--- src/rtl/cphu_pkg.sv ---
`timescale 1ns / 1ps
// Shared constants, request type and arctangent table for the phase unwrap block.
package cphu_pkg;

    localparam int DATA_BITS        = 16;
    localparam int PHASE_BITS       = 16;
    localparam int UNWRAP_BITS      = 40;
    localparam int OFFSET_BITS      = 24;
    localparam int ACC_BITS         = 32;
    localparam int ATAN_ENTRIES     = 24;
    localparam int DEF_CORDIC_STEPS = 16;
    localparam int DEF_SAMPLE_BITS  = 16;
    localparam int FIFO_DEPTH       = 4;
    localparam int IN_TDATA_BITS    = 2 * DATA_BITS;
    localparam int OUT_TDATA_BITS   = UNWRAP_BITS + PHASE_BITS;

    typedef struct packed {
        logic                  first;
        logic [PHASE_BITS-1:0] raw;
    } t_phase_req;

    function automatic logic [ACC_BITS-1:0] atan_turn(input logic [4:0] k);
        logic [ACC_BITS-1:0] v;
        case (k)
            5'd0:    v = 32'd536870912;
            5'd1:    v = 32'd316933406;
            5'd2:    v = 32'd167458907;
            5'd3:    v = 32'd85004756;
            5'd4:    v = 32'd42667331;
            5'd5:    v = 32'd21354465;
            5'd6:    v = 32'd10679838;
            5'd7:    v = 32'd5340245;
            5'd8:    v = 32'd2670163;
            5'd9:    v = 32'd1335087;
            5'd10:   v = 32'd667544;
            5'd11:   v = 32'd333772;
            5'd12:   v = 32'd166886;
            5'd13:   v = 32'd83443;
            5'd14:   v = 32'd41722;
            5'd15:   v = 32'd20861;
            5'd16:   v = 32'd10430;
            5'd17:   v = 32'd5215;
            5'd18:   v = 32'd2608;
            5'd19:   v = 32'd1304;
            5'd20:   v = 32'd652;
            5'd21:   v = 32'd326;
            5'd22:   v = 32'd163;
            5'd23:   v = 32'd81;
            default: v = '0;
        endcase
        return v;
    endfunction

endpackage

--- src/rtl/cphu_cordic.sv ---
`timescale 1ns / 1ps
// Front end: pipelined CORDIC arctangent, an input stage and then one rotation step per stage.
module cphu_cordic #(
    parameter int CORDIC_STEPS = cphu_pkg::DEF_CORDIC_STEPS,
    parameter int SAMPLE_BITS  = cphu_pkg::DEF_SAMPLE_BITS
) (
    input  logic                             i_clk,
    input  logic                             i_rst_n,
    input  logic                             i_valid,
    input  logic                             i_en,
    input  logic [cphu_pkg::DATA_BITS-1:0]   i_sample_i,
    input  logic [cphu_pkg::DATA_BITS-1:0]   i_sample_q,
    input  logic                             i_first,
    output logic                             o_valid,
    output cphu_pkg::t_phase_req             o_req
);
    import cphu_pkg::*;

    localparam int NSTEPS = (CORDIC_STEPS < ATAN_ENTRIES) ? CORDIC_STEPS : ATAN_ENTRIES;
    localparam int W      = SAMPLE_BITS + 4;

    logic signed [SAMPLE_BITS-1:0] s_i;
    logic signed [SAMPLE_BITS-1:0] s_q;
    logic signed [W-1:0]           x_in;
    logic signed [W-1:0]           y_in;
    logic signed [W-1:0]           n_x0;
    logic signed [W-1:0]           n_y0;
    logic [ACC_BITS-1:0]           n_acc0;
    logic [ACC_BITS-1:0]           acc_rnd;

    logic signed [W-1:0]  r_x     [0:NSTEPS];
    logic signed [W-1:0]  r_y     [0:NSTEPS];
    logic [ACC_BITS-1:0]  r_acc   [0:NSTEPS];
    logic                 r_zero  [0:NSTEPS];
    logic                 r_first [0:NSTEPS];
    logic                 r_valid [0:NSTEPS];

    generate
        if (SAMPLE_BITS <= DATA_BITS) begin : g_narrow
            assign s_i = i_sample_i[SAMPLE_BITS-1:0];
            assign s_q = i_sample_q[SAMPLE_BITS-1:0];
        end else begin : g_wide
            assign s_i = {{(SAMPLE_BITS-DATA_BITS){1'b0}}, i_sample_i};
            assign s_q = {{(SAMPLE_BITS-DATA_BITS){1'b0}}, i_sample_q};
        end
    endgenerate

    assign x_in = {{2{s_i[SAMPLE_BITS-1]}}, s_i, 2'b00};
    assign y_in = {{2{s_q[SAMPLE_BITS-1]}}, s_q, 2'b00};

    // A sample in the left half plane is turned by half a turn first.
    always_comb begin
        if (x_in[W-1]) begin
            n_x0   = -x_in;
            n_y0   = -y_in;
            n_acc0 = {1'b1, {(ACC_BITS-1){1'b0}}};
        end else begin
            n_x0   = x_in;
            n_y0   = y_in;
            n_acc0 = '0;
        end
    end

    always_ff @(posedge i_clk) begin
        if (!i_rst_n) begin
            r_valid[0] <= 1'b0;
        end else if (i_en) begin
            r_valid[0] <= i_valid;
        end
    end

    always_ff @(posedge i_clk) begin
        if (i_en) begin
            r_x[0]     <= n_x0;
            r_y[0]     <= n_y0;
            r_acc[0]   <= n_acc0;
            r_zero[0]  <= (s_i == '0) && (s_q == '0);
            r_first[0] <= i_first;
        end
    end

    genvar k;
    generate
        for (k = 0; k < NSTEPS; k++) begin : g_step
            always_ff @(posedge i_clk) begin
                if (!i_rst_n) begin
                    r_valid[k+1] <= 1'b0;
                end else if (i_en) begin
                    r_valid[k+1] <= r_valid[k];
                end
            end

            always_ff @(posedge i_clk) begin
                if (i_en) begin
                    if (!r_y[k][W-1]) begin
                        r_x[k+1]   <= r_x[k] + (r_y[k] >>> k);
                        r_y[k+1]   <= r_y[k] - (r_x[k] >>> k);
                        r_acc[k+1] <= r_acc[k] + atan_turn(5'(k));
                    end else begin
                        r_x[k+1]   <= r_x[k] - (r_y[k] >>> k);
                        r_y[k+1]   <= r_y[k] + (r_x[k] >>> k);
                        r_acc[k+1] <= r_acc[k] - atan_turn(5'(k));
                    end
                    r_zero[k+1]  <= r_zero[k];
                    r_first[k+1] <= r_first[k];
                end
            end
        end
    endgenerate

    assign acc_rnd   = r_acc[NSTEPS] + {{(ACC_BITS-16){1'b0}}, 16'h8000};
    assign o_valid   = r_valid[NSTEPS];
    assign o_req.first = r_first[NSTEPS];
    assign o_req.raw   = r_zero[NSTEPS] ? '0 : acc_rnd[ACC_BITS-1:ACC_BITS-PHASE_BITS];

endmodule

--- src/rtl/cphu_fifo.sv ---
`timescale 1ns / 1ps
// Short queue of angle requests between the CORDIC front end and the unwrap stage.
module cphu_fifo (
    input  logic                 i_clk,
    input  logic                 i_rst_n,
    input  logic                 i_push,
    input  cphu_pkg::t_phase_req i_data,
    output logic                 o_full,
    input  logic                 i_pop,
    output logic                 o_empty,
    output cphu_pkg::t_phase_req o_data
);
    import cphu_pkg::*;

    localparam int AW = $clog2(FIFO_DEPTH);

    t_phase_req      r_mem [0:FIFO_DEPTH-1];
    logic [AW-1:0]   r_wr;
    logic [AW-1:0]   r_rd;
    logic [AW:0]     r_count;
    logic            do_push;
    logic            do_pop;

    assign o_full  = (r_count == (AW+1)'(FIFO_DEPTH));
    assign o_empty = (r_count == '0);
    assign do_push = i_push && !o_full;
    assign do_pop  = i_pop && !o_empty;
    assign o_data  = r_mem[r_rd];

    always_ff @(posedge i_clk) begin
        if (do_push) begin
            r_mem[r_wr] <= i_data;
        end
    end

    always_ff @(posedge i_clk) begin
        if (!i_rst_n) begin
            r_wr    <= '0;
            r_rd    <= '0;
            r_count <= '0;
        end else begin
            if (do_push) begin
                r_wr <= (r_wr == AW'(FIFO_DEPTH-1)) ? '0 : r_wr + 1'b1;
            end
            if (do_pop) begin
                r_rd <= (r_rd == AW'(FIFO_DEPTH-1)) ? '0 : r_rd + 1'b1;
            end
            case ({do_push, do_pop})
                2'b10:   r_count <= r_count + 1'b1;
                2'b01:   r_count <= r_count - 1'b1;
                default: r_count <= r_count;
            endcase
        end
    end

endmodule

--- src/rtl/cphu_unwrap.sv ---
`timescale 1ns / 1ps
// Back end: cumulative phase unwrap with a saturating turn offset and output register.
module cphu_unwrap (
    input  logic                               i_clk,
    input  logic                               i_rst_n,
    input  logic                               i_valid,
    input  cphu_pkg::t_phase_req               i_req,
    output logic                               o_pop,
    output logic                               o_valid,
    input  logic                               i_ready,
    output logic [cphu_pkg::UNWRAP_BITS-1:0]   o_unwrapped,
    output logic [cphu_pkg::PHASE_BITS-1:0]    o_raw
);
    import cphu_pkg::*;

    localparam int DW = PHASE_BITS + 2;
    localparam logic signed [DW-1:0] HALF_TURN = DW'(1) <<< (PHASE_BITS - 1);
    localparam logic signed [OFFSET_BITS-1:0] OFFSET_MAX = {1'b0, {(OFFSET_BITS-1){1'b1}}};
    localparam logic signed [OFFSET_BITS-1:0] OFFSET_MIN = {1'b1, {(OFFSET_BITS-1){1'b0}}};

    logic signed [PHASE_BITS-1:0]  r_prev;
    logic signed [OFFSET_BITS-1:0] r_off;
    logic                          r_valid;
    logic [UNWRAP_BITS-1:0]        r_unwrapped;
    logic [PHASE_BITS-1:0]         r_raw;

    logic signed [DW-1:0]          diff;
    logic signed [OFFSET_BITS-1:0] n_off;
    logic [UNWRAP_BITS-1:0]        n_unwrapped;
    logic                          load;

    assign load  = i_valid && (!r_valid || i_ready);
    assign o_pop = load;

    always_comb begin
        diff  = DW'($signed(i_req.raw)) - DW'(r_prev);
        n_off = r_off;
        if (i_req.first) begin
            n_off = '0;
        end else if (diff > HALF_TURN) begin
            if (r_off != OFFSET_MIN) begin
                n_off = r_off - 1'b1;
            end
        end else if (diff < -HALF_TURN) begin
            if (r_off != OFFSET_MAX) begin
                n_off = r_off + 1'b1;
            end
        end
        n_unwrapped = {n_off, {PHASE_BITS{1'b0}}}
                    + {{(UNWRAP_BITS-PHASE_BITS){i_req.raw[PHASE_BITS-1]}}, i_req.raw};
    end

    always_ff @(posedge i_clk) begin
        if (!i_rst_n) begin
            r_valid <= 1'b0;
            r_prev  <= '0;
            r_off   <= '0;
        end else begin
            if (load) begin
                r_valid <= 1'b1;
                r_prev  <= i_req.raw;
                r_off   <= n_off;
            end else if (i_ready) begin
                r_valid <= 1'b0;
            end
        end
    end

    always_ff @(posedge i_clk) begin
        if (load) begin
            r_unwrapped <= n_unwrapped;
            r_raw       <= i_req.raw;
        end
    end

    assign o_valid     = r_valid;
    assign o_unwrapped = r_unwrapped;
    assign o_raw       = r_raw;

endmodule

--- src/rtl/complex_phase_unwrap_top.sv ---
`timescale 1ns / 1ps
// Path: CORDIC input stage, one stage per rotation step, queue, output register.
// Throughput: one request per cycle while the front end is not halted.
// The front end halts only while its last stage holds a request and the queue is full.
// Reset (synchronous, active low) empties the pipeline and queue and clears the
// previous angle and turn offset to zero.
module complex_phase_unwrap_top #(
    parameter int CORDIC_STEPS = cphu_pkg::DEF_CORDIC_STEPS,
    parameter int SAMPLE_BITS  = cphu_pkg::DEF_SAMPLE_BITS
) (
    input  logic                                 i_clk,
    input  logic                                 i_rst_n,
    input  logic                                 i_s_axis_tvalid,
    output logic                                 o_s_axis_tready,
    // sample_i [15:0], sample_q [31:16]
    input  logic [cphu_pkg::IN_TDATA_BITS-1:0]   i_s_axis_tdata,
    // first_of_vector
    input  logic                                 i_s_axis_tuser,
    output logic                                 o_m_axis_tvalid,
    input  logic                                 i_m_axis_tready,
    // unwrapped_phase [39:0], raw_phase [55:40]
    output logic [cphu_pkg::OUT_TDATA_BITS-1:0]  o_m_axis_tdata
);
    import cphu_pkg::*;

    logic       front_en;
    logic       front_valid;
    t_phase_req front_req;
    logic       q_full;
    logic       q_empty;
    logic       q_pop;
    t_phase_req q_req;
    logic [UNWRAP_BITS-1:0] unwrapped;
    logic [PHASE_BITS-1:0]  raw;

    assign front_en        = !(front_valid && q_full);
    assign o_s_axis_tready = front_en;

    cphu_cordic #(
        .CORDIC_STEPS (CORDIC_STEPS),
        .SAMPLE_BITS  (SAMPLE_BITS)
    ) u_cordic (
        .i_clk      (i_clk),
        .i_rst_n    (i_rst_n),
        .i_valid    (i_s_axis_tvalid),
        .i_en       (front_en),
        .i_sample_i (i_s_axis_tdata[DATA_BITS-1:0]),
        .i_sample_q (i_s_axis_tdata[2*DATA_BITS-1:DATA_BITS]),
        .i_first    (i_s_axis_tuser),
        .o_valid    (front_valid),
        .o_req      (front_req)
    );

    cphu_fifo u_fifo (
        .i_clk   (i_clk),
        .i_rst_n (i_rst_n),
        .i_push  (front_valid),
        .i_data  (front_req),
        .o_full  (q_full),
        .i_pop   (q_pop),
        .o_empty (q_empty),
        .o_data  (q_req)
    );

    cphu_unwrap u_unwrap (
        .i_clk       (i_clk),
        .i_rst_n     (i_rst_n),
        .i_valid     (!q_empty),
        .i_req       (q_req),
        .o_pop       (q_pop),
        .o_valid     (o_m_axis_tvalid),
        .i_ready     (i_m_axis_tready),
        .o_unwrapped (unwrapped),
        .o_raw       (raw)
    );

    assign o_m_axis_tdata = {raw, unwrapped};

endmodule

--- config.mk ---
export PLATFORM = sky130hd
export DESIGN_NAME = complex_phase_unwrap_top
export DESIGN_NICKNAME = d
export VERILOG_FILES = /design/src/rtl/cphu_pkg.sv /design/src/rtl/cphu_cordic.sv /design/src/rtl/cphu_fifo.sv /design/src/rtl/cphu_unwrap.sv /design/src/rtl/complex_phase_unwrap_top.sv
export SDC_FILE = /design/constraint.sdc
export NUM_CORES = 2
export LEC_CHECK = 0
export ABC_AREA = 1
export BUFFER_PORTS_ARGS = -buffer_cell sky130_fd_sc_hd__buf_2
export CAP_MARGIN = 20
export CORE_MARGIN = 2
export CORE_UTILIZATION = 65
export DETAILED_ROUTE_END_ITERATION = 8
export PLACE_DENSITY = 0.88
export REMOVE_ABC_BUFFERS = 1
export SLEW_MARGIN = 25
export SYNTH_ARGS = -nofsm -noshare
export SYNTH_HDL_FRONTEND = slang
export SYNTH_HIERARCHICAL = 1
export SYNTH_SLANG_ARGS = --single-unit
export TNS_END_PERCENT = 10
--- constraint.sdc ---
create_clock -name i_clk -period 6.26 [get_ports i_clk]
set_input_delay 0.939 -clock i_clk [delete_from_list [all_inputs] [get_ports i_clk]]
set_output_delay 0.939 -clock i_clk [all_outputs]
set_load 0.005 [all_outputs]
# After elaboration in Yosys (flattened, before gate mapping)
# Memory sizes are Yosys's and may differ from the RTL's. A register that Yosys moved wholly into a read port is not among the register bits.
# Cells that the tools add are included.
[totals]
register_bits = 104
ramBits = 1343
out_inout_bits = 58
elab_cells = 393
memories = 7
[mem_list]
columns = ["name", "words", "word_bits", "rd", "rd_ports_with_merged_regs", "wr", "line", "rtl"]
rows = [
  ["u_cordic.r_acc", 17, 32, 17, 0, 17, "cphu_cordic.sv:33", "logic [ACC_BITS-1:0] r_acc [0:NSTEPS];"],
  ["u_cordic.r_x", 17, 20, 16, 0, 17, "cphu_cordic.sv:31", "logic signed [W-1:0] r_x [0:NSTEPS];"],
  ["u_cordic.r_y", 17, 20, 16, 0, 17, "cphu_cordic.sv:32", "logic signed [W-1:0] r_y [0:NSTEPS];"],
  ["u_fifo.r_mem", 4, 17, 1, 1, 1, "cphu_fifo.sv:17", "t_phase_req r_mem [0:FIFO_DEPTH-1];"],
  ["u_cordic.r_first", 17, 1, 17, 0, 17, "cphu_cordic.sv:35", "logic r_first [0:NSTEPS];"],
  ["u_cordic.r_valid", 17, 1, 17, 0, 17, "cphu_cordic.sv:36", "logic r_valid [0:NSTEPS];"],
  ["+1 memories", "--", "--", "--", "--", "--", "--", ""],
]
[classes]
n_addsub = 106
n_lt_le_gt_ge = 2
n_eq_ne = 7
muxes = 183
bitwise = 65
n_reduce_logical = 15
[op_table]
columns = ["op", "n"]
rows = [
  ["20-bit 2-to-1 mux", 34],
  ["32-bit 2-to-1 mux", 17],
  ["1-bit 2-to-1 mux", 121],
  ["24-bit 2-to-1 mux", 5],
  ["1-bit bitwise OR", 65],
  ["32-bit by 16-bit adder with 32-bit output, second input constant", 2],
  ["24-bit != test, second input constant", 2],
  ["20-bit by 10-bit adder with 20-bit output", 2],
  ["20-bit by 11-bit adder with 20-bit output", 2],
  ["20-bit by 12-bit adder with 20-bit output", 2],
  ["20-bit by 13-bit adder with 20-bit output", 2],
  ["20-bit by 14-bit adder with 20-bit output", 2],
  ["20-bit by 15-bit adder with 20-bit output", 2],
  ["20-bit by 16-bit adder with 20-bit output", 2],
  ["20-bit by 17-bit adder with 20-bit output", 2],
  ["20-bit by 18-bit adder with 20-bit output", 2],
  ["20-bit by 19-bit adder with 20-bit output", 2],
  ["20-bit by 5-bit adder with 20-bit output", 2],
  ["20-bit by 6-bit adder with 20-bit output", 2],
  ["20-bit by 7-bit adder with 20-bit output", 2],
  ["20-bit by 8-bit adder with 20-bit output", 2],
  ["20-bit by 9-bit adder with 20-bit output", 2],
  ["40-bit adder", 1],
  ["18-bit negator with 20-bit output", 2],
  ["68 further kinds", 99],
]

# Longest topological paths before layout
[depth]
ltp_word = 6
mapped_depth = 38

# Modules after synthesis
# Netlist, hierarchy kept.
[modules_own_cells]
columns = ["module", "instances", "cells_each", "area_per_inst_um2"]
rows = [
  ["cphu_cordic", 1, 12898, 95820.6],
  ["cphu_unwrap", 1, 1049, 7300.8],
  ["cphu_fifo", 1, 235, 3079.2],
  ["complex_phase_unwrap_top", 1, 2, 7.5],
]

# Worst setup path after synthesis
# OpenSTA, ideal clock, no wires.
[synth_timing]
path_kind = "flip-flop to flip-flop"
from = "reg (tool-made name)"
to = "reg u_unwrap.r_unwrapped[34] (netlist: u_unwrap/o_unwrapped[34]), data pin"
setup_ns = 0.259
arrival_time_ns = 5.522
slack_ns = 0.479
stages_incl_launch_ff = 31
path_buffers = 2
cell_sequence = "dfxtp_1 inv_2 buf_6 o21ai_2 o22ai_1 ha_1 a21oi_1 o21ai_0 a21oi_1 nand3_1 nand2_4 nand2_2 buf_6 inv_2 nand2_1 o21ai_0 nand2_1 nand3_2 inv_1 ha_1 fa_1 nand3_1 nand3_1 a31oi_1 o21ai_0 a21oi_1 inv_1 a21oi_1 nor2_1 nor2_1 xnor2_1"
[synth_lines]
columns = ["element", "line", "rtl"]
rows = [
  ["end signal: assignment", "cphu_unwrap.sv:71", "r_unwrapped <= n_unwrapped;"],
  ["end: declaration", "cphu_unwrap.sv:24", "logic [UNWRAP_BITS-1:0] r_unwrapped;"],
]

==> summary.txt <==
Status
  – Status: finished clean

Route
  – Vias/cell: approximately 5.9
  – Wire per inst: 17.6 µm
  – DRC: 0
  – Initial DRC Count: roughly 9500
  – Detailed Route WL: around 290000 µm
  – DR vias: 97343
  – Post-route ant nets: 0
  – Pre-Repair DR Iteration Count: 7

Synthesis
  – Post-Syn Area: between 100000 and 150000 µm²
  – Top cell type's share of synthesized area: around a third
  – Synth Register Bits: 1210
  – Sequential share of the synthesized area: between 30% and 40%
  – Post-synth top flop: edfxtp_1
  – FFs w/ async S/R, synth: 0%
  – Yosys warns: 6
  – Syn Area/Cell: ~7.5 µm²
  – Largest area contributor in the netlist: edfxtp_1
  – Post-Syn Instances: roughly 14000
  – EDFF count, synth: 1159
  – Unique cell type count in the Yosys netlist: about 60
  – Dominant cells by area after synthesis: edfxtp_1, nand2_1, ha_1

Timing
  – Slew Viols, Final: 0
  – Setup-failing EPs final: 0
  – Setup Skew: between 0.02 and 0.03 ns
  – Final count of hold timing violations: 0
  – Normalized max-slew margin: 35.3%
  – Max Freq: 0.174 GHz
  – Final hold slack: ~0.35 ns
  – Period minus WS final: between 5 and 6 ns
  – RSZ-0062 raised after global routing: false
  – Final period util: a little over 90%
  – Setup ws final: ~0.5 ns
  – Setup TNS: 0 ns
  – Tightest Pin Transition: 0.970 ns

Floorplanning
  – Starting Density: 65.3%
  – Io pins: 95
  – Die area: 167000 µm²
  – Die Width: 408 µm
  – Num rows: 148
  – Die Ht: approximately 410 µm
  – CORE AREA: around 160000 µm²

Clock network
  – Clock buffer depth: 3
  – Worst skew pair latency: approximately 0.80 ns
  – CTS HTree Levels: 4
  – Clock-pin slew on the worst setup and hold paths: about 0.060 ns
  – Root Driver: clkbuf_16
  – CTS tree: done
  – Setup Fix Bufs, Post-CTS: 0
  – CTS Sinks: roughly 1200
  – TritonCTS Buffers: 140

Setup path
  – CP most frequent cell: nor2_1
  – Slowest-stage cell, CP: dfxtp_1
  – Crit path kind: flop to flop
  – Worst Path Arrival: approximately 6.3 ns
  – Setup crit start kind: flop
  – Worst Path Required: 6.81 ns
  – Worst Setup End Kind: flop
  – Bufs and invs on worst path: 5
  – Cell family with the largest share of critical-path delay: simple AND/OR/NAND/NOR gates
  – Crit path max fanout: 17
  – Worst path max stage delay: between 0.5 and 0.6 ns

Place
  – Final HPWL DP: roughly 230000 µm
  – # port buffers: 94
  – GP Congestion: between 0.9 and 1
  – Pre-CTS setup slack: 0.450 ns

Cells and area
  – Nets@finish: between 15000 and 20000
  – Share of cells above drive strength 1: 4.02%
  – Area growth, synth to finish: 7.13%
  – Final Util: about 70%
  – Antenna Cells: 0

Global route
  – First-pass GRT wire length: about 460000 µm
  – Number of global-route vias before repair: 90501
  – GRT overflow: 0
  – GR Util All Layers: roughly a third
  – Largest net degree at the start of global routing: a little under 80
  – Initial antenna violation count: 0

Hold path
  – Worst Hold Class: input pin to flop
  – Hold_sp: i_s_axis_tuser

Job
  – MaxCap Viol Count: 0
-- cell families after synthesis --
kind of cell	after synthesis	synth area share, %
flip-flops	1210	33.7
XOR/XNOR	902	7.44
adder cells (fa/ha/maj)	1094	13.2
AO/OA/AOI/OAI	2339	12.1
buffers and inverters	1779	6.60
AND/OR/NAND/NOR	6858	26.9
other	1	0.00353
multiplexers	1	0.00942
-- synth_stat cells (75+ instances only) --
| cell type | n |
|---|---|
| ha_1 | 1055 |
| a21oi_1 | 1097 |
| nor2_1 | 1573 |
| xnor2_1 | 165 |
| o21bai_1 | 75 |
| xor2_1 | 737 |
| o21ai_0 | 732 |
| nand3_1 | 940 |
| a21o_1 | 101 |
| inv_1 | 1594 |
| nand4_1 | 165 |
| nand2_1 | 3663 |
| edfxtp_1 | 1159 |
| nor3_1 | 261 |
-- registers in the layout, summed over array words and instances, names as in the netlist, 24 cells and up, named ones only --
signal	flops
u_cordic/r_x	279
u_cordic/r_acc	426
u_fifo/r_mem	68
u_cordic/r_y	296
u_unwrap/o_unwrapped	40
u_unwrap/r_off	24
-- metal layers --
metal	track usage [%]	up-vias	wire length, µm
met5	0	-	0
met4	16.1	0	15400
met3	3.97	803	21100
met2	58.0	4228	137000
met1	42.9	44220	118000
li1	-	48092	-
-- layout by cell type (no fill, tap or decap), drive strengths merged, types with 12 or more instances in the layout --
cell      instances
nor4             39
nand4           166
clkinvlp         16
a21boi           67
nand2          3718
a21oi          1120
o21ai           799
xor2            737
o211ai           28
o21a             32
bufinv           20
a21o            101
o31ai            38
clkinv           58
and2             25
a31oi            32
nand3           964
o21bai           75
ha             1055
o22ai            32
nor3            265
a211oi           12
or2              18
clkbuf          157
fa               39
dfxtp            51
buf             150
nor3b            13
xnor2           165
edfxtp         1159
nor2           1583
nand3b           63
inv            1629
-- cell type report --
class | instances | area, µm²
Timing Repair Buffer | 150 | 891
Fill cell | 13498 | 48800
Sequential cell | 1210 | 35800
Tap cell | 2175 | 2720
Multi-Input combinational cell | 11196 | 63400
Clock inverter | 101 | 1230
Clock buffer | 157 | 3630
Inverter | 1622 | 6100
-- worst paths after layout --
check | end | slack [ns] | cells after the start
worst max register to register | u_unwrap/o_unwrapped[34] | 0.50 | 30
worst min register to register | u_cordic/r_zero[3][2] | 0.40 | 0
worst min-delay path | u_cordic/r_first[0] | 0.35 | 1
worst max-delay path | u_unwrap/o_unwrapped[34] | 0.50 | 30
-- timing repair --
| action | in CTS | in global routing |
|---|---|---|
| hold buffers | 0 | 0 |
| setup endpoints to repair | 0 | 3 |
| gates resized for setup | 0 | 3 |
-- metrics by stage --
| step | area, µm² | std cells |
|---|---|---|
| after floorplan | 105000 | 14028 |
| after global placement | 109000 | 16353 |
| after detailed placement | 109000 | 16353 |
| after CTS | 114000 | 16611 |
| after global routing | 114000 | 16611 |
| final | 114000 | 16611 |
-- worst register-to-register path: cells and delay by family, from the launching register on --
kind | cells | cell delay [ns]
flops | 1 | 0.56
simple gates | 13 | 1.50
xor+xnor | 1 | 0.07
compound gates | 8 | 1.51
buf+inv | 5 | 0.77
fa+ha+maj | 3 | 1.09
Power is left out: the tool's default activity adds up to more than one toggle a clock period on the data nets, which glitch-free logic cannot reach.
